File: config.mk
export PLATFORM = sky130hd
export DESIGN_NAME = utf8_validating_decoder
export DESIGN_NICKNAME = d
export VERILOG_FILES = /design/src/rtl/core/u8d_pkg.sv /design/src/rtl/core/u8d_front.sv /design/src/rtl/core/u8d_queue.sv /design/src/rtl/core/u8d_back.sv /design/src/rtl/core/utf8_validating_decoder.sv
export SDC_FILE = /design/constraint.sdc
export NUM_CORES = 1
export LEC_CHECK = 0
export ABC_CLOCK_PERIOD_IN_PS = 8500
export BUFFER_PORTS_ARGS = -buffer_cell sky130_fd_sc_hd__buf_2
export CAP_MARGIN = 40
export CORE_UTILIZATION = 55
export CTS_BUF_LIST = sky130_fd_sc_hd__clkbuf_2
export DETAILED_ROUTE_END_ITERATION = 12
export GPL_TIMING_DRIVEN = 0
export PLACE_DENSITY = 0.75
export SLEW_MARGIN = 30
export SYNTH_ARGS = -nofsm -noshare
export SYNTH_HDL_FRONTEND = slang
export SYNTH_HIERARCHICAL = 1
export SYNTH_SLANG_ARGS = --single-unit
File: constraint.sdc
create_clock -name clk_i -period 8.5 [get_ports clk_i]
set_clock_uncertainty 0.05 [all_clocks]
set_input_delay 1.275 -clock clk_i [delete_from_list [all_inputs] [get_ports clk_i]]
set_output_delay 1.275 -clock clk_i [all_outputs]
set_load 0.01 [all_outputs]
File: src/rtl/core/u8d_pkg.sv
// u8d_pkg: shared types, constants and helpers of the utf-8 validating decoder
// no dependencies; imported by every module of the decoder
`default_nettype none

package u8d_pkg;

  // code point constants
  localparam logic [20:0] REPL_CP    = 21'h00FFFD;
  localparam logic [20:0] MAX_CP     = 21'h10FFFF;
  localparam logic [20:0] SUR_LO     = 21'h00D800;
  localparam logic [20:0] SUR_HI     = 21'h00DFFF;
  localparam logic [20:0] SUPP_BASE  = 21'h010000;
  localparam logic [20:0] HI_SUR_BASE = 21'h00D800;
  localparam logic [20:0] LO_SUR_BASE = 21'h00DC00;
  localparam logic [20:0] MIN_TWO    = 21'h000080;
  localparam logic [20:0] MIN_THREE  = 21'h000800;
  localparam logic [20:0] MIN_FOUR   = 21'h010000;

  // claimed sequence lengths
  localparam logic [2:0] LEN_NONE  = 3'd0;
  localparam logic [2:0] LEN_ONE   = 3'd1;
  localparam logic [2:0] LEN_TWO   = 3'd2;
  localparam logic [2:0] LEN_THREE = 3'd3;
  localparam logic [2:0] LEN_FOUR  = 3'd4;

  // descriptor queue between front and back
  localparam int QDepth = 2;
  localparam int QPtrW  = (QDepth > 1) ? $clog2(QDepth) : 1;
  localparam int QCntW  = $clog2(QDepth + 1);

  // work for one input byte: nrep replacements, then an optional code point
  typedef struct packed {
    logic [2:0]  nrep;
    logic        main_en;
    logic        split;
    logic [20:0] value;
    logic        eot;
  } desc_t;

  function automatic logic [2:0] lead_len(input logic [7:0] b);
    logic [2:0] len;
    begin
      if (b[7] == 1'b0) begin
        len = LEN_ONE;
      end else if (b[7:5] == 3'b110) begin
        len = LEN_TWO;
      end else if (b[7:4] == 4'b1110) begin
        len = LEN_THREE;
      end else if (b[7:3] == 5'b11110) begin
        len = LEN_FOUR;
      end else begin
        len = LEN_NONE;
      end
      return len;
    end
  endfunction

endpackage

`default_nettype wire

File: src/rtl/core/u8d_front.sv
// u8d_front: sequence state and classification of each accepted byte
// depends on u8d_pkg; produces one descriptor per byte that causes output
`default_nettype none

module u8d_front import u8d_pkg::*; (
  input  logic       clk_i,
  input  logic       rst_ni,
  input  logic       take_i,
  input  logic [7:0] text_byte_i,
  input  logic       end_of_text_i,
  input  logic       mode_i,
  output desc_t      desc_o,
  output logic       desc_en_o
);

  logic [20:0] pv_q, pv_d;
  logic [2:0]  cl_q, cl_d;
  logic [1:0]  bh_q, bh_d;

  logic        is_cont;
  logic [20:0] nv;
  logic [2:0]  held_inc;
  logic [2:0]  pre;
  logic [2:0]  len;
  logic        bad;
  logic [2:0]  nrep;
  logic        main_en;
  logic [20:0] value;

  assign is_cont  = (text_byte_i[7:6] == 2'b10);
  assign nv       = {pv_q[14:0], text_byte_i[5:0]};
  assign held_inc = {1'b0, bh_q} + 3'd1;
  assign len      = lead_len(text_byte_i);

  // overlong, surrogate or out of range
  assign bad = ((cl_q == LEN_TWO)   && (nv < MIN_TWO))   ||
               ((cl_q == LEN_THREE) && (nv < MIN_THREE)) ||
               ((cl_q == LEN_FOUR)  && (nv < MIN_FOUR))  ||
               ((nv >= SUR_LO) && (nv <= SUR_HI))        ||
               (nv > MAX_CP);

  always_comb begin
    pv_d    = pv_q;
    cl_d    = cl_q;
    bh_d    = bh_q;
    nrep    = 3'd0;
    main_en = 1'b0;
    value   = nv;
    pre     = 3'd0;
    if ((cl_q != LEN_NONE) && is_cont) begin
      if (held_inc >= cl_q) begin
        pv_d = '0;
        cl_d = LEN_NONE;
        bh_d = 2'd0;
        if (bad) begin
          nrep = 3'd1;
        end else begin
          main_en = 1'b1;
        end
      end else begin
        pv_d = nv;
        bh_d = held_inc[1:0];
        if (end_of_text_i) begin
          nrep = held_inc;
          pv_d = '0;
          cl_d = LEN_NONE;
          bh_d = 2'd0;
        end
      end
    end else begin
      // broken sequence flushes its held bytes, then the byte starts anew
      if (cl_q != LEN_NONE) begin
        pre = {1'b0, bh_q};
      end
      pv_d = '0;
      cl_d = LEN_NONE;
      bh_d = 2'd0;
      case (len)
        LEN_NONE: begin
          nrep = pre + 3'd1;
        end
        LEN_ONE: begin
          nrep    = pre;
          main_en = 1'b1;
          value   = {13'd0, text_byte_i};
        end
        default: begin
          case (len)
            LEN_TWO:   pv_d = {16'd0, text_byte_i[4:0]};
            LEN_THREE: pv_d = {17'd0, text_byte_i[3:0]};
            default:   pv_d = {18'd0, text_byte_i[2:0]};
          endcase
          cl_d = len;
          bh_d = 2'd1;
          nrep = pre;
          if (end_of_text_i) begin
            nrep = pre + 3'd1;
            pv_d = '0;
            cl_d = LEN_NONE;
            bh_d = 2'd0;
          end
        end
      endcase
    end
  end

  assign desc_o.nrep    = nrep;
  assign desc_o.main_en = main_en;
  assign desc_o.split   = main_en && mode_i && (value >= SUPP_BASE);
  assign desc_o.value   = value;
  assign desc_o.eot     = end_of_text_i;
  assign desc_en_o      = take_i && (main_en || (nrep != 3'd0));

  always_ff @(posedge clk_i or negedge rst_ni) begin
    if (!rst_ni) begin
      pv_q <= '0;
      cl_q <= LEN_NONE;
      bh_q <= 2'd0;
    end else if (take_i) begin
      pv_q <= pv_d;
      cl_q <= cl_d;
      bh_q <= bh_d;
    end
  end

endmodule

`default_nettype wire

File: src/rtl/core/u8d_queue.sv
// u8d_queue: short descriptor queue between front and back
// depends on u8d_pkg for desc_t and the queue depth
`default_nettype none

module u8d_queue import u8d_pkg::*; (
  input  logic  clk_i,
  input  logic  rst_ni,
  input  logic  push_i,
  input  desc_t desc_i,
  output logic  full_o,
  input  logic  pop_i,
  output desc_t head_o,
  output logic  valid_o
);

  desc_t             mem_q [QDepth];
  logic [QPtrW-1:0]  wr_q, wr_d;
  logic [QPtrW-1:0]  rd_q, rd_d;
  logic [QCntW-1:0]  cnt_q, cnt_d;
  logic              do_push, do_pop;

  assign full_o  = (cnt_q == QCntW'(QDepth));
  assign valid_o = (cnt_q != '0);
  assign head_o  = mem_q[rd_q];
  assign do_push = push_i && !full_o;
  assign do_pop  = pop_i && valid_o;

  always_comb begin
    wr_d  = wr_q;
    rd_d  = rd_q;
    cnt_d = cnt_q;
    if (do_push) begin
      wr_d = (wr_q == QPtrW'(QDepth - 1)) ? '0 : wr_q + QPtrW'(1);
    end
    if (do_pop) begin
      rd_d = (rd_q == QPtrW'(QDepth - 1)) ? '0 : rd_q + QPtrW'(1);
    end
    if (do_push && !do_pop) begin
      cnt_d = cnt_q + QCntW'(1);
    end else if (do_pop && !do_push) begin
      cnt_d = cnt_q - QCntW'(1);
    end
  end

  always_ff @(posedge clk_i or negedge rst_ni) begin
    if (!rst_ni) begin
      wr_q  <= '0;
      rd_q  <= '0;
      cnt_q <= '0;
    end else begin
      wr_q  <= wr_d;
      rd_q  <= rd_d;
      cnt_q <= cnt_d;
    end
  end

  always_ff @(posedge clk_i) begin
    if (do_push) begin
      mem_q[wr_q] <= desc_i;
    end
  end

endmodule

`default_nettype wire

File: src/rtl/core/u8d_back.sv
// u8d_back: expands one descriptor into result units, one per cycle while the consumer pops
// depends on u8d_pkg; holds the output register read by the consumer
`default_nettype none

module u8d_back import u8d_pkg::*; (
  input  logic        clk_i,
  input  logic        rst_ni,
  input  desc_t       head_i,
  input  logic        head_valid_i,
  output logic        head_pop_o,
  input  logic        pop_i,
  output logic        empty_o,
  output logic [20:0] unit_value_o,
  output logic        is_replacement_o,
  output logic        run_end_o,
  output logic        text_done_o
);

  logic [2:0]  idx_q, idx_d;
  logic        out_valid_q, out_valid_d;
  logic [20:0] unit_q;
  logic        rep_q, end_q, done_q;

  logic [2:0]  total;
  logic [20:0] offs;
  logic [20:0] hi_unit, lo_unit;
  logic        cur_rep, last, load;
  logic [20:0] cur_unit;

  assign total = head_i.nrep +
                 (head_i.main_en ? (head_i.split ? 3'd2 : 3'd1) : 3'd0);
  assign offs    = head_i.value - SUPP_BASE;
  assign hi_unit = HI_SUR_BASE + {11'd0, offs[19:10]};
  assign lo_unit = LO_SUR_BASE + {11'd0, offs[9:0]};
  assign cur_rep = (idx_q < head_i.nrep);
  assign last    = (idx_q == (total - 3'd1));

  always_comb begin
    if (cur_rep) begin
      cur_unit = REPL_CP;
    end else if (head_i.split) begin
      cur_unit = (idx_q == head_i.nrep) ? hi_unit : lo_unit;
    end else begin
      cur_unit = head_i.value;
    end
  end

  assign load       = head_valid_i && (!out_valid_q || pop_i);
  assign head_pop_o = load && last;

  always_comb begin
    idx_d       = idx_q;
    out_valid_d = out_valid_q;
    if (load) begin
      idx_d       = last ? 3'd0 : idx_q + 3'd1;
      out_valid_d = 1'b1;
    end else if (pop_i) begin
      out_valid_d = 1'b0;
    end
  end

  always_ff @(posedge clk_i or negedge rst_ni) begin
    if (!rst_ni) begin
      idx_q       <= 3'd0;
      out_valid_q <= 1'b0;
    end else begin
      idx_q       <= idx_d;
      out_valid_q <= out_valid_d;
    end
  end

  always_ff @(posedge clk_i) begin
    if (load) begin
      unit_q <= cur_unit;
      rep_q  <= cur_rep;
      end_q  <= last;
      done_q <= last && head_i.eot;
    end
  end

  assign empty_o          = !out_valid_q;
  assign unit_value_o     = unit_q;
  assign is_replacement_o = rep_q;
  assign run_end_o        = end_q;
  assign text_done_o      = done_q;

endmodule

`default_nettype wire

File: src/rtl/core/utf8_validating_decoder.sv
// utf8_validating_decoder: top level, front classifier, descriptor queue, back expander
// depends on u8d_pkg, u8d_front, u8d_queue and u8d_back
//
// channel   | direction | handshake                  | payload
// ----------+-----------+----------------------------+------------------------------------
// bytes     | in        | push / full                | text_byte_i, end_of_text_i
// units     | out       | pop / empty                | unit_value_o, is_replacement_o,
//           |           |                            | run_end_o, text_done_o
// config    | in        | cfg_we_i                   | cfg_wdata_i (output_mode)
//
// one byte can be taken every cycle while the descriptor queue has room
// the back end hands out the result units of a byte one at a time;
// at most four units per byte
// full depends only on the queue fill, never combinationally on pop
// reset clears the pending sequence, the queue, the output register and output_mode
`default_nettype none

module utf8_validating_decoder import u8d_pkg::*; (
  input  logic        clk_i,
  input  logic        rst_ni,
  // byte input transactions
  input  logic        push,
  output logic        full,
  input  logic [7:0]  text_byte_i,
  input  logic        end_of_text_i,
  // result transactions
  output logic        empty,
  input  logic        pop,
  output logic [20:0] unit_value_o,
  output logic        is_replacement_o,
  output logic        run_end_o,
  output logic        text_done_o,
  // output_mode register write
  input  logic        cfg_we_i,
  input  logic        cfg_wdata_i
);

  logic  mode_q;
  logic  take;
  desc_t front_desc;
  logic  front_en;
  desc_t head;
  logic  head_valid;
  logic  head_pop;

  // output_mode: 0 code points, 1 utf-16 code units
  always_ff @(posedge clk_i or negedge rst_ni) begin
    if (!rst_ni) begin
      mode_q <= 1'b0;
    end else if (cfg_we_i) begin
      mode_q <= cfg_wdata_i;
    end
  end

  // a byte transaction completes when the queue has room
  assign take = push && !full;

  // front: tracks the pending sequence and turns each byte into a descriptor;
  // bytes that only extend a sequence produce no descriptor
  u8d_front u_front (
    .clk_i         (clk_i),
    .rst_ni        (rst_ni),
    .take_i        (take),
    .text_byte_i   (text_byte_i),
    .end_of_text_i (end_of_text_i),
    .mode_i        (mode_q),
    .desc_o        (front_desc),
    .desc_en_o     (front_en)
  );

  // decouples the classifier from the unit expander
  u8d_queue u_queue (
    .clk_i   (clk_i),
    .rst_ni  (rst_ni),
    .push_i  (front_en),
    .desc_i  (front_desc),
    .full_o  (full),
    .pop_i   (head_pop),
    .head_o  (head),
    .valid_o (head_valid)
  );

  // back: replacements first, then the code point or its surrogate pair
  u8d_back u_back (
    .clk_i            (clk_i),
    .rst_ni           (rst_ni),
    .head_i           (head),
    .head_valid_i     (head_valid),
    .head_pop_o       (head_pop),
    .pop_i            (pop),
    .empty_o          (empty),
    .unit_value_o     (unit_value_o),
    .is_replacement_o (is_replacement_o),
    .run_end_o        (run_end_o),
    .text_done_o      (text_done_o)
  );

endmodule

`default_nettype wire

==> metrics.md, run 1 <==
| Metric | Value |
|---|---|
| Core area | just under 9000 µm² |
| Hold Crit Depth | 1 |
| Leakage | about 0.0023 µW |
| GP Congestion | between 0.8 and 0.9 |
| First-pass DRT Iterations | 9 |
| Actual slew at the worst max-slew pin | around 0.67 ns |
| Worst Hold Class | flip-flop to flip-flop |
| Endpoints failing hold | 0 |
| Critical path capture point type | flip-flop |
| Syn Nets | about 400 |
| # diodes | 0 |
| Die area | roughly 9600 µm² |
| Routed Antenna Nets | 0 |
| Worst r2r src | u_queue/rd_q |
| Pwr/cell area | just over 300 nW/µm² |
| Top cells by area, synth | edfxtp_1 (46%), dfrtp_1 (14%), mux2_4 (6.8%), ha_1 (3.4%), nand2_1 (2.6%) |
| Core Rows | 34 |
| Period utilization | 0.379 |
| 1st-iter DRT viols | about 110 |
| Synth-to-layout area growth | 9.78% |
| Max IR drop VDD | about 0.00012 V |
| Post-synth top area cell | edfxtp_1 |
| # Max-Cap Violations | 0 |
| Top_reg_cell synth | edfxtp_1 |
| Cell-by-cell listing of the critical path | buf_6 > buf_12 > mux2_4 > buf_4 > nand2b_1 > ha_1 > inv_1 > ha_1 > xor2_1 > xnor2_1 > nor3_2 > nand2_2 > ha_1 > xor2_1 > nor2_1 > xor2_1 |
| Netlist cell types | between 50 and 60 |
| Detailed Place HPWL | between 6000 and 7000 µm |
| H-tree depth | 3 |
| Resized cells post-CTS | 0 |
| Critical Path RT | ~9 ns |
| Root buf cell | clkbuf_2 |
| Outcome | finished, violations left |
| Startpoint type of the worst setup path | flip-flop |
| Post-layout min period | between 3 and 4 ns |
| Critical path peak fanout | 10 |
| #FFs+latches synth | between 100 and 150 |
| Max Fclk | 0.310 GHz |
| Average size of a mapped cell | 13.8 µm² |
| I/O pin cnt | about 40 |
| First-pass GRT wire length | 14,500 µm |
| CTS tree | built |
| CTS Sinks | about 110 |
| Die Wd | 98.1 µm |
| Largest net degree at the start of global routing | 30 |
| Initial antenna violation count | 0 |
| Layout cells sized above 1 | 0.292 |
| I/O Buffers | 40 |
| Post-CTS setup buffers | 0 |
| Reg clk slew, reported paths | between 0.2 and 0.3 ns |
| Post-route insts no fill | roughly 530 |
| CP peak stage delay | 0.40 ns |
| Crit path kind | flip-flop to flip-flop |
| Setup TNS | 0 ns |
| Post-Syn Area | a little over 5000 µm² |
| Data arrival time of the worst path | 3.68 ns |
| Placed Cells | about 520 |
| DR vias | 2,928 |
| RSZ-0062 raised after global routing | false |
| Starting Density | 0.574 |
| All-Layer GR Usage | 0.195 |
| Post-route DRC | 7 |
| Hold Path Origin | u_queue/cnt_q[1] |
| Crit path max-delay family | simple AND/OR/NAND/NOR gates |
| Post-layout nets | between 400 and 500 |
| Asr flop ratio synth | 0.271 |
| Top cell type's share of synthesized area | 0.461 |
| Setup violators final | 0 |
| Chip Height | 98.1 µm |
| Via-per-instance ratio | about 5.5 |
| Seq/Total Area, Yosys | 0.604 |
| Buffers plus inverters on the worst setup path | 4 |
| Worst-skew pair later-pin latency | around 0.57 ns |
| CTS buffer count | 9 |
| Hold buffers post-CTS | 0 |
| Slew HR | 0.556 |
| Congestion Overflow GR | 0 |
| Failing checks | design-rule violations |
| Slew Viols, Final | 0 |
| Sink of the worst hold path | u_queue/cnt_q[1] |
| Routed WL | 8530 µm |
| Ys Warns | 6 |
| Vias in the first global route | 2,940 |
| Mapped Cells | roughly 370 |
| Post-DR wirelength/cell | 16.0 µm |
| Clock buffer depth | 2 |
| Reg2reg end | u_queue/cnt_q[1] |
| Crit-path slowest cell | dfrtp_1 |
| FF-to-FF setup slack | 5.28 ns |
| Reg2reg path depth | 16 |
| Number of flops mapped to enable cells by yosys | 78 |
-- logic make-up after synthesis --
| logic type | Yosys count | share of synthesized area |
|---|---|---|
| compound gates | 48 | 0.0707 |
| buf+inv | 43 | 0.0505 |
| fa+ha+maj | 14 | 0.0345 |
| xor+xnor | 13 | 0.0224 |
| flops | 107 | 0.604 |
| simple gates | 102 | 0.114 |
| mux | 40 | 0.104 |
-- cells in the mapped netlist (all sizes together), types with 9 or more instances --
| cell type | count |
|---|---|
| and2 | 20 |
| buf | 17 |
| o211ai | 9 |
| edfxtp | 78 |
| xnor2 | 9 |
| dfrtp | 29 |
| o21ai | 10 |
| nand2b | 9 |
| nand2 | 37 |
| mux2 | 33 |
| inv | 22 |
| o2bb2ai | 11 |
| ha | 14 |
-- report_power, final --
| group | leakage, µW | internal [µW] | switching [µW] |
|---|---|---|---|
| Combinational | 0.00115 | 311 | 386 |
| Sequential | 0.00110 | 722 | 47.0 |
| Clock | 0.0000698 | 46.8 | 173 |
| Total | 0.00231 | 1080 | 606 |
-- flip-flops by register name, indices dropped and copies added, names as in the netlist --
name	count
mode_q	1
u_back/idx_q	3
u_back/is_replacement_o	1
u_back/out_valid_q	1
u_back/run_end_o	1
u_back/text_done_o	1
u_back/unit_value_o	21
u_front/bh_q	2
u_front/cl_q	3
u_front/pv_q	15
u_queue/cnt_q	2
u_queue/mem_q	54
u_queue/rd_q	1
u_queue/wr_q	1
-- placed cells by master (no fill, tap or decap), drive strengths merged, types with 2 or more instances in the layout --
cell and count:
a21oi 5, a22o 3, a32oi 2, and2 20, and2b 2, and3 2, buf 59, clkbuf 14
clkinv 4, dfrtp 29, edfxtp 78, ha 14, inv 24, mux2 33, mux2i 7, nand2 37
nand2b 9, nand3b 2, nor2 7, nor2b 3, nor3 8, o211ai 9, o21ai 10, o2bb2ai 11
or2 2, or3 3, xnor2 9, xor2 4
-- worst max-delay path by stage --
| stage | startpoint | endpoint | slack [ns] | cells past startpoint |
|---|---|---|---|---|
| finish | u_queue/rd_q | u_queue/cnt_q[1] | 5.28 | 16 |
| floorplan | push | u_queue/mem_q[0][0] | 4.51 | 7 |
| global placement | push | u_queue/mem_q[0][2] | 3.47 | 8 |
| CTS | u_queue/rd_q | u_queue/cnt_q[1] | 5.30 | 16 |
| global route | u_queue/rd_q | u_queue/cnt_q[1] | 5.09 | 15 |
| detailed placement | push | u_queue/mem_q[1][2] | 4.70 | 7 |
-- worst reg2reg max path, stage by stage (launching register included) --
cell and delay (ns):
dfrtp_1 0.40, buf_6 0.17, buf_12 0.17, mux2_4 0.30
buf_4 0.17, nand2b_1 0.15, ha_1 0.18, inv_1 0.06
ha_1 0.14, xor2_1 0.17, xnor2_1 0.16, nor3_2 0.32
nand2_2 0.11, ha_1 0.22, xor2_1 0.14, nor2_1 0.11
xor2_1 0.16
-- final cells by class --
cell class	instances	area, µm²
fill	707	3270
sequential	107	3070
multi-input combinational	217	1760
timing repair buffer	42	243
buffer	21	174
tap	108	135
inverter	22	82.6
clock inverter	6	60.1
clock buffer	10	50.0
-- per-layer routing --
metal	vias to the layer above	part of all wire	wire, µm	track usage
met1	1419	0.46	3950	0.265
met3	9	0.050	423	0.0429
li1	1430	-	-	-
met5	-	0	0	0
met2	70	0.48	4050	0.311
met4	0	0.012	104	0.0723
-- stage by stage --
step	total power [µW]	area [µm²]	hold slack, ns	setup WS, ns	util
6_report	1690	5580	0.468	5.28	0.630
3_5_place_dp	1480	5450	0.435	4.70	0.616
4_1_cts	1690	5560	0.466	5.30	0.629
3_3_place_gp	1440	5420	0.421	3.47	0.612
5_1_grt	1800	5580	0.491	5.09	0.630
2_1_floorplan	1290	5080	0.406	4.51	-
(Power assumes the default switching activity.)
==> run 2, diff against run 1 <==
Settings changed: ABC_CLOCK_PERIOD_IN_PS 8500 to 2820, PLACE_DENSITY 0.75 to 0.78.
Clock period 8.5 ns to 2.82 ns, I/O delays scaled along.
==> metrics.md, run 2 (same netlist as run 1, synthesis figures left out) <==
| Metric | Value |
|---|---|
| Actual slew at the worst max-slew pin | just over 0.7 ns |
| Worst Hold Class | input pin to flip-flop |
| First-pass GRT wire length | ~15,000 µm |
| Design Area, Final | a little over 6000 µm² |
| Worst r2r src | u_front/bh_q[0] |
| H-tree depth | 3 |
| GP Congestion | a little under 0.9 |
| Stages on worst setup path | 11 |
| Clock buffer depth | 2 |
| CP peak stage delay | 0.51 ns |
| Endpoints failing hold | 0 |
| Seq pwr share | 0.418 |
| Post-DR wirelength/cell | around 17 µm |
| Buffers plus inverters on the worst setup path | 3 |
| Leakage | 0.00248 µW |
| Most common library cell in the layout ignoring fill and taps | edfxtp_1 |
| Int Power | approximately 3600 µW |
| Placed instance area | about 5500 µm² |
| Data arrival time of the worst path | around 3.2 ns |
| Reg2reg path depth | 11 |
| Core Rows | 34 |
| Net Sw Frac | 0.363 |
| # Max-Cap Violations | 0 |
| Failing checks | design-rule violations, negative setup slack |
| I/O pin cnt | just over 40 |
| Core area | between 8000 and 9000 µm² |
| Most used cell, CP | buf_6 |
| Max IR drop VDD | 0.000397 V |
| Slew HR | 0.527 |
| Routed WL | approximately 9700 µm |
| Crit path kind | flip-flop to flip-flop |
| Via-per-instance ratio | about 5.5 |
| Reg2reg end | u_queue/mem_q[0][0] |
| Worst-skew pair later-pin latency | approximately 0.57 ns |
| I/O Buffers | 40 |
| Largest net degree at the start of global routing | 30 |
| Post-route insts no fill | around 560 |
| Synth-to-layout area growth | 19.8% |
| Post-route setup slack | -0.0801 ns |
| Root buf cell | clkbuf_2 |
| Layout cells sized above 1 | 0.397 |
| Filler cells | a little over 600 |
| Starting Density | 0.574 |
| Max Fclk | ~0.34 GHz |
| First-pass DRT Iterations | 8 |
| Startpoint type of the worst setup path | flip-flop |
| Congestion Overflow GR | 0 |
| Hold Slack | just over 0.05 ns |
| Outcome | finished, violations left |
| Crit-path slowest cell | dfrtp_2 |
| Largest register FFs | 54 |
| FF-to-FF setup slack | -0.08 ns |
| RSZ-0062 raised after global routing | true |
| Vias in the first global route | 3,001 |
| Final Power | around 5600 µW |
| Die area | ~9600 µm² |
| Die Wd | around 98 µm |
| Crit path max-delay family | compound AO/OA/AOI/OAI gates |
| Slew Viols, Final | 0 |
| Placed Cells | just over 500 |
| Critical path peak fanout | 7 |
| Reg clk slew, reported paths | between 0.2 and 0.3 ns |
| CP endpoint | u_queue/mem_q[0][0] |
| Critical path capture point type | flip-flop |
| Initial antenna violation count | 0 |
| Critical Path RT | 3.10 ns |
| Biggest register | u_queue/mem_q |
| Pwr/cell area | ~900 nW/µm² |
| Post-layout min period | a little under 3 ns |
| Cell-by-cell listing of the critical path | buf_6 > ha_4 > and2b_2 > o21ai_4 > nand2_2 > o31a_1 > a41oi_4 > nand2_4 > buf_6 > nor2_4 > clkbuf_16 |
| Post-route DRC | 5 |
| Worst slack at placement | -0.332 ns |
| Combinational power share | 0.469 |
| Most frequent cells in the layout | edfxtp_1 (78), buf_2 (43), nand2_1 (31) |
| Chip Height | a little under 100 µm |
| Post-layout nets | 480 |
| All-Layer GR Usage | 0.203 |
| CTS tree | built |
| Setup violators final | 28 |
| Detailed Place HPWL | between 6000 and 7000 µm |
| Clk pwr share | 0.113 |
| Critical Path Start | u_front/bh_q[0] |
| Period utilization | 1.03 |
| Routed Antenna Nets | 0 |
| CTS Sinks | between 100 and 150 |
| CTS buffer count | 9 |
| 1st-iter DRT viols | between 150 and 200 |
| DR vias | 3,127 |
| Net Sw Power | 2040 µW |
| # diodes | 0 |
==> run 2: cell count changes in the layout (fill, tap and decap cells not counted), moves of 4 or more <==
cell	change
ha_1	-9
dlygate4sd3_1	+5
inv_2	+4
nand2_1	-4
buf_6	+4
inv_1	-4
ha_4	+9
buf_4	+19
==> run 2: worst register-to-register path: stages, from the launching register on <==
cell       delay (ns)
dfrtp_2          0.51
buf_6            0.14
ha_4             0.24
and2b_2          0.23
o21ai_4          0.20
nand2_2          0.08
o31a_1           0.36
a41oi_4          0.29
nand2_4          0.09
buf_6            0.13
nor2_4           0.17
clkbuf_16        0.19
==> run 2: cell type report <==
type | instances | area, µm² | area share
Multi-Input combinational cell | 219 | 2030 | 0.334
Timing Repair Buffer | 73 | 517 | 0.0849
Tap cell | 108 | 135 | 0.0222
Sequential cell | 107 | 3070 | 0.505
Clock buffer | 9 | 45.0 | 0.00740
Clock inverter | 7 | 51.3 | 0.00843
Buffer | 19 | 151 | 0.0249
Inverter | 22 | 82.6 | 0.0136
==> run 2: routing by layer <==
metal  wire (µm)  GRT usage  up-vias
met3         343     0.0279       14
met4         174     0.0979        0
met5           0          0        -
li1            -          -     1494
met1        4300      0.266     1536
met2        4920      0.336       83
==> run 2: what timing repair did <==
item                                    CTS  global route
endpoints found under the setup margin   56            55
pin swaps                                13            15
hold endpoints to repair                 32             0
buffers inserted                         19             7
cloned                                    1             2
hold buffers                              5             0
gates resized for setup                  14            28
==> run 2: how the worst min path moves through the flow <==
stage               depth (start not counted)              from                to
floorplan                                   0            rst_ni            mode_q
global placement                            1  u_queue/cnt_q[1]  u_queue/cnt_q[1]
detailed placement                          1  u_queue/cnt_q[1]  u_queue/cnt_q[1]
CTS                                         2    text_byte_i[0]   u_front/pv_q[0]
global route                                2    text_byte_i[0]   u_front/pv_q[0]
finish                                      2    text_byte_i[0]   u_front/pv_q[0]
==> run 2: per-stage QoR <==
stage	utilization	TNS, ns
after floorplan	-	0
after global placement	0.620	-12.98
after detailed placement	0.620	-14.76
after CTS	0.658	-0.00573
after global routing	0.688	-2.80
final	0.688	-1.28
==> run 2: power groups by stage <==
stage / clock [µW] / sequential [µW] / combinational [µW]
floorplan: 0 / 2420 / 1540
global placement: 0 / 2350 / 2030
detailed placement: 0 / 2370 / 2090
CTS: 650 / 2340 / 2320
global route: 711 / 2380 / 2860
finish: 634 / 2340 / 2630
==> run 3, diff against run 2 <==
--- a/config.mk
+++ b/config.mk
@@ -17,4 +17,3 @@
 export SYNTH_ARGS = -nofsm -noshare
 export SYNTH_HDL_FRONTEND = slang
-export SYNTH_HIERARCHICAL = 1
 export SYNTH_SLANG_ARGS = --single-unit
==> constraint.sdc (replaced) <==
create_clock -name clk_i -period 2.82 [get_ports clk_i]
set_clock_uncertainty 0.05 [all_clocks]
set_input_delay 0.564 -clock clk_i [delete_from_list [all_inputs] [get_ports clk_i]]
set_output_delay 0.564 -clock clk_i [all_outputs]
set_load 0.01 [all_outputs]
==> metrics.md, run 3 <==
| Metric | Value |
|---|---|
| CTS tree | built |
| I/O Buffers | 40 |
| First-pass GRT wire length | 15,600 µm |
| FF-to-FF setup slack | -0.14 ns |
| Clock buffer depth | 2 |
| Die Wd | approximately 96 µm |
| #FFs+latches synth | around 110 |
| Seq/Total Area, Yosys | 0.636 |
| Post-route setup slack | -0.136 ns |
| Reg area | 3070 µm² |
| First-pass DRT Iterations | 5 |
| Cell-by-cell listing of the critical path | buf_6 > mux2_4 > nand2b_4 > ha_2 > inv_2 > ha_4 > xnor3_1 > xor2_2 > nor3_2 > nand2_2 > ha_4 > xor2_1 > nor2_1 > xor2_1 |
| Data arrival time of the worst path | about 3.4 ns |
| Post-synth top area cell | edfxtp_1 |
| Number of flops mapped to enable cells by yosys | 78 |
| Die area | ~9100 µm² |
| Biggest register | u_queue.mem_q |
| Core Rows | 33 |
| # Max-Cap Violations | 0 |
| Crit-path slowest cell | dfrtp_1 |
| Most common library cell in the layout ignoring fill and taps | edfxtp_1 |
| Startpoint type of the worst setup path | flip-flop |
| Largest net degree at the start of global routing | 30 |
| Netlist cell types | 48 |
| Post-route DRC | 0 |
| Core area | approximately 8300 µm² |
| Area of the multi-input gates | around 1800 µm² |
| Adder and majority gate portion of the synthesized area | 0.0363 |
| Syn Nets | slightly below 400 |
| Largest register FFs | 54 |
| Endpoints failing hold | 0 |
| Failing checks | negative setup slack |
| Critical Path RT | ~3.3 ns |
| Compound-Gate Fraction of Synth Area | 0.0742 |
| CTS buffer count | 9 |
| Critical path peak fanout | 5 |
| Crit path max-delay family | XOR/XNOR gates |
| Reg clk slew, reported paths | around 0.3 ns |
| Initial antenna violation count | 0 |
| Routed WL | approximately 10,000 µm |
| Asr flop ratio synth | 0.271 |
| Xor and xnor area share after synthesis | 0.0246 |
| CP peak stage delay | around 0.49 ns |
| Detailed Place HPWL | roughly 6500 µm |
| Largest family of logic cells by synthesized area | simple AND/OR/NAND/NOR gates |
| Most frequent cells in the layout | edfxtp_1 (78), nand2_1 (46), buf_2 (42) |
| All-Layer GR Usage | 0.238 |
| Period utilization | 1.05 |
| Ys Warns | 0 |
| Synth-to-layout area growth | 19.9% |
| # diodes | 0 |
| Slew Viols, Final | 0 |
| Congestion Overflow GR | 0 |
| Leakage | around 0.0023 µW |
| Worst-skew pair later-pin latency | approximately 0.56 ns |
| Outcome | finished, violations left |
| Top_reg_cell synth | edfxtp_1 |
| Hold Slack | about 0.15 ns |
| Critical path capture point type | flip-flop |
| Routed Antenna Nets | 0 |
| Top cells by area, synth | edfxtp_1 (49%), dfrtp_1 (15%), nand2_1 (3.8%), ha_1 (3.6%), mux2i_1 (3.3%) |
| Hold Crit Depth | 1 |
| Reg2reg end | u_queue.cnt_q[1] |
| I/O pin cnt | slightly above 40 |
| Worst r2r src | u_queue.rd_q |
| Worst slack at placement | -0.485 ns |
| Post-Syn Area | 4820 µm² |
| Commonest cells in the netlist | edfxtp_1 (78), nand2_1 (49), dfrtp_1 (29) |
| H-tree depth | 3 |
| Average size of a mapped cell | about 13 µm² |
| Worst Hold Class | input pin to flip-flop |
| Pwr/cell area | 989 nW/µm² |
| Top cell type's share of synthesized area | 0.486 |
| Max IR drop VDD | between 0.0003 and 0.0004 V |
| Mux share of post-synthesis cell area | 0.0822 |
| Vias in the first global route | a little over 3,000 |
| Root buf cell | clkbuf_2 |
| Post-DR wirelength/cell | roughly 18 µm |
| CTS Sinks | ~110 |
| Actual slew at the worst max-slew pin | ~0.69 ns |
| Layout cells sized above 1 | 0.328 |
| Crit path kind | flip-flop to flip-flop |
| Buffers plus inverters on the worst setup path | 2 |
| Starting Density | 0.578 |
| RSZ-0062 raised after global routing | true |
| Slew HR | 0.540 |
| Hold Path Origin | text_byte_i[1] |
| Max Fclk | 0.338 GHz |
| Post-layout min period | 2.96 ns |
| Via-per-instance ratio | roughly 5.7 |
| Placed Cells | 508 |
| Chip Height | 95.6 µm |
| DR vias | 3,187 |
| Synth Area in Simple Gates | 0.123 |
| Post-layout nets | approximately 480 |
| Mapped Cells | between 300 and 400 |
| GP Congestion | between 0.8 and 0.9 |
| Reg2reg path depth | 14 |
| 1st-iter DRT viols | about 210 |
| Setup violators final | 2 |
| Post-route insts no fill | about 560 |
| Most common cell in the netlist | edfxtp_1 |
| Sink of the worst hold path | u_queue.mem_q[1][2] |
| Filler cells | 564 |
| Setup TNS | -0.224 ns |
==> run 3: cell type report <==
type                       instances  share of cell area
inverter                          15              0.0102
timing repair buffer              72              0.0863
tap                              105              0.0227
multi-input combinational        231               0.320
buffer                            10              0.0132
clock inverter                     6             0.00844
sequential                       107               0.531
clock buffer                      10             0.00865
==> run 3: power breakdown <==
part | total [µW] | switching (µW) | leakage (µW) | internal, µW
Combinational | 2690 | 1360 | 0.00111 | 1330
Clock | 634 | 503 | 0.0000621 | 131
Sequential | 2400 | 200 | 0.00110 | 2200
Total | 5720 | 2060 | 0.00228 | 3660
==> run 3: worst max-delay path by stage <==
stage | startpoint | end | depth (start not counted)
floorplan | u_queue.rd_q | u_queue.cnt_q[1] | 15
global placement | u_queue.rd_q | u_queue.cnt_q[1] | 15
detailed placement | u_queue.rd_q | u_queue.cnt_q[1] | 15
CTS | u_queue.rd_q | u_queue.cnt_q[1] | 15
global route | u_queue.rd_q | u_queue.cnt_q[1] | 14
finish | u_queue.rd_q | u_queue.cnt_q[1] | 14
==> run 3: repair_timing <==
| item | in CTS | in global routing |
|---|---|---|
| hold buffers | 1 | 0 |
| setup buffers | 11 | 19 |
| endpoints found under the setup margin | 74 | 70 |
| gates resized for setup | 13 | 28 |
| pin swaps | 4 | 9 |
| gates cloned | 4 | 0 |
| endpoints found under the hold margin | 29 | 0 |
==> run 3: layer usage <==
metal,track usage,up-vias,share of wire
li1,-,1489,-
met4,0.102,0,0.018
met3,0.0335,13,0.053
met5,0,-,0
met1,0.303,1571,0.41
met2,0.407,114,0.52
==> run 3: through the flow <==
step                 util  area, µm²  power (µW)
global placement    0.624       5200        4230
finish              0.693       5780        5720
CTS                 0.662       5520        5210
detailed placement  0.626       5220        4340
floorplan               -       4870        3790
global route        0.693       5780        6070
==> run 3: cell families (layout without fill, tap and decap cells) <==
logic type      count (synthesis)  count (layout)
simple gates                  117             121
compound gates                 53              53
mux                            31              31
flops                         107             107
xor+xnor                       12              12
buf+inv                        28             113
fa+ha+maj                      14              14
